$ cat src/sssp_ram.sv
// ----------------------------------------------------------------------------
// Generic single-port-write RAM
// One write port and one read port with a registered read.
// ----------------------------------------------------------------------------
module sssp_ram #(
  parameter int Width = 8,
  parameter int Depth = 64
) (
  input  logic                     clk,
  input  logic                     we,
  input  logic [$clog2(Depth)-1:0] waddr,
  input  logic [Width-1:0]         wdata,
  input  logic [$clog2(Depth)-1:0] raddr,
  output logic [Width-1:0]         rdata
);

  logic [Width-1:0] mem [Depth];

  always_ff @(posedge clk) begin
    if (we) begin
      mem[waddr] <= wdata;
    end
    rdata <= mem[raddr];
  end

endmodule

$ cat config.mk
export PLATFORM = sky130hd
export DESIGN_NAME = sssp_ram
export DESIGN_NICKNAME = d
export VERILOG_FILES = /design/src/sssp_ram.sv
export SDC_FILE = /design/constraint.sdc
export NUM_CORES = 1
export LEC_CHECK = 0
export BUFFER_PORTS_ARGS = -buffer_cell sky130_fd_sc_hd__buf_2
export CORE_UTILIZATION = 67
export CTS_CLUSTER_SIZE = 24
export DETAILED_ROUTE_END_ITERATION = 8
export PLACE_DENSITY_LB_ADDON = 0.05
export SLEW_MARGIN = 10
export SYNTH_ARGS = -nofsm -noshare
export SYNTH_HDL_FRONTEND = slang
export SYNTH_SLANG_ARGS = --single-unit
$ cat constraint.sdc
create_clock -name clk -period 4.1 [get_ports clk]
set_input_delay 0.205 -clock clk [delete_from_list [all_inputs] [get_ports clk]]
set_output_delay 0.205 -clock clk [all_outputs]
set_load 0.01 [all_outputs]
==> flow_metrics.env <==
export IMPL_finalMaxSlewViolations=0
export IMPL_synthesis_nets=962
export IMPL_drive_above_1_share_pct=24.6
export IMPL_synth_area_um2=20200
export IMPL_wl_per_cell_um=29.7
export IMPL_die_w_um=175
export IMPL_dieArea_um2=30800
export IMPL_ys_top_cells_by_area="edfxtp_1 (76%), mux4_2 (14%), nor2_1 (1.5%), mux2i_1 (1.1%), dfxtp_1 (0.79%)"
export IMPL_antenna_cells=0
export IMPL_via_per_inst=6.78
export IMPL_netlist_top_cells_count="edfxtp_1 (512), mux4_2 (126), nor2_1 (83), mux2i_1 (23), nand2_1 (19)"
export IMPL_wirelength_um=41700
export IMPL_seq_power_share_pct=55.1
export IMPL_cts_max_path_buffers=3
export IMPL_synth_cells=940
export IMPL_synthArstFlopShare_pct=0
export IMPL_clock_sinks=520
export IMPL_hpwl_um=25300
export IMPL_required_ps=4530
export IMPL_synth_edf_count=512
export IMPL_fin_cells=1407
export IMPL_yosys_area_top_type_share_pct=76.2
export IMPL_place_inst=1321
export IMPL_fin_skew_ps=17.7
export IMPL_hp_class="input port to register"
export IMPL_rsz0062_at_grt="no"
export IMPL_hold_viol_final=0
export IMPL_ctsHoldBuffers=0
export IMPL_die_y_um=175
export IMPL_cts_resized=0
export IMPL_synth_top_area_cell="edfxtp_1"
export IMPL_synth_seq_area_share_pct=77.0
export IMPL_drc_errors=0
export IMPL_layout_min_cycle_time_ps=2340
export IMPL_grt_max_degree=76
export IMPL_path_class="input port to register"
export IMPL_vias=9533
export IMPL_status="finished clean"
export IMPL_cp_end_kind="register"
export IMPL_cts_buffers=49
export IMPL_clkTransAtPathRegs_ps=60
export IMPL_drv_cap=0
export IMPL_cts_tree="yes"
export IMPL_grt_pass1_wl_um=62300
export IMPL_setup_violations=0
export IMPL_worst_pin_slew_ps=1210
export IMPL_overflow=0
export IMPL_swShare_pct=20.1
export IMPL_antenna_found_initial=0
export IMPL_postSynthAreaPerCell_um2=21.5
export IMPL_htreeDepth=2
export IMPL_power_per_cell_area_nw_per_um2=484
export IMPL_regArea_um2=15500
export IMPL_firstDrtPassIters=6
export IMPL_p_comb_share_pct=4.8
export IMPL_ys_flop_type="edfxtp_1"
export IMPL_finalSetupTns_ps=0
export IMPL_gp_congestion=0.840
export IMPL_initial_core_util_pct=68.0
export IMPL_post_cts_buffers=0
export IMPL_power_switching_w=0.00216
export IMPL_power_leakage_nw=6.88
export IMPL_grt_usage_pct=28.5
export IMPL_fmax_mhz=427
export IMPL_fillers=1676
export IMPL_layout_nets=1004
export IMPL_crit_fanout=49
export IMPL_critPathLaunchType="input port"
export IMPL_intPower_w=0.00856
export IMPL_clkPwrFrac_pct=40.1
export IMPL_synth_distinct_cells=40
export IMPL_hold_slack_ps=84.9
export IMPL_clkLatencyLatePin_ps=550
export IMPL_row_count=63
export IMPL_worst_ep_arrival_time_ps=2770
export IMPL_cts_root_buf="clkbuf_16"
export IMPL_antenna_left=0
export IMPL_multi_input_area_um2=4320
export IMPL_place_port_buffers=29
export IMPL_core_area_um2=29600
export IMPL_areaGrowthSynthToFinish_pct=9.65
export IMPL_max_vdd_ir_drop_v=0.000403
export IMPL_synthMostInstantiatedCell="edfxtp_1"
export IMPL_period_share_pct=57.1
export IMPL_grt_pass1_vias=9722
export IMPL_slew_limit_headroom_pct=19.3
export IMPL_synth_seq_cells=520
export IMPL_drt_iter0_drc=1074
export IMPL_yosys_warnings=0
export IMPL_ios=30
-- placed cells by master (no fill, tap or decap), types with 7 or more instances in the layout --
master | Yosys | routed
edfxtp_1 | 512 | 512
mux4_2 | 126 | 126
nor2_1 | 83 | 83
clkbuf_16 | 0 | 49
buf_2 | 11 | 26
mux2i_1 | 23 | 23
nand2_1 | 19 | 19
buf_4 | 13 | 15
nor2b_1 | 14 | 14
clkinv_1 | 0 | 14
mux2_2 | 13 | 13
nand3_1 | 13 | 13
clkinv_2 | 0 | 10
o221ai_1 | 8 | 8
o22ai_1 | 8 | 8
dfxtp_1 | 8 | 8
nand2b_1 | 7 | 7
-- final timing paths --
kind | start | depth (start not counted) | slack [ps] | end
worst max register to register | mem[14][0] | 5 | 2000 | rdata[0]
worst min-delay path | raddr[5] | 3 | 80 | rdata[1]
worst max-delay path | raddr[1] | 7 | 1760 | rdata[0]
worst min register to register | mem[34][1] | 4 | 820 | rdata[1]
-- layer usage --
metal	GRT usage, %	wire, um	part of all wire (%)
met1	39.8	16000	38
met2	47.3	21200	51
met3	3.40	2980	7.1
met4	10.5	1540	3.7
met5	0	0	0
-- final cells by class --
class	count	area share (%)
Clock buffer	58	5.83
Clock inverter	28	1.01
Multi-Input combinational cell	369	19.5
Sequential cell	520	70.3
Tap cell	390	2.21
Timing Repair Buffer	42	1.16
-- flip-flops by register name, summed over array words and instances (netlist names) --
signal	cells
mem	512
rdata	8
-- logic make-up after synthesis --
| group | synth area share (%) |
|---|---|
| DFF | 77.0 |
| muxes | 15.9 |
| and+or+nand+nor | 3.39 |
| AOI/OAI and AO/OA | 2.07 |
| buffers and inverters | 1.57 |
-- critical path: stages --
cell	delay [ps]
buf_4	580
buf_4	470
mux4_2	400
mux4_2	490
nor2_1	260
nor3_1	170
o2bb2ai_1	160
-- metrics by stage --
| stage | util, % | setup slack [ps] | total power [W] | cell area (um^2) |
|---|---|---|---|---|
| 2_1_floorplan | - | 2230 | 0.00632 | 20200 |
| 3_3_place_gp | 69.5 | 1230 | 0.00651 | 20600 |
| 3_5_place_dp | 69.5 | 1170 | 0.00653 | 20600 |
| 4_1_cts | 74.6 | 1750 | 0.0108 | 22100 |
| 5_1_grt | 74.6 | 1660 | 0.0110 | 22100 |
| 6_report | 74.6 | 1760 | 0.0107 | 22100 |
-- power by group through the flow --
stage	clock network [W]	registers, W	logic (W)
4_1_cts	0.00433	0.00590	0.000519
2_1_floorplan	0	0.00601	0.000314
3_5_place_dp	0	0.00602	0.000517
5_1_grt	0.00450	0.00590	0.000549
3_3_place_gp	0	0.00601	0.000500
6_report	0.00429	0.00590	0.000516
(Power assumes the default switching activity.)
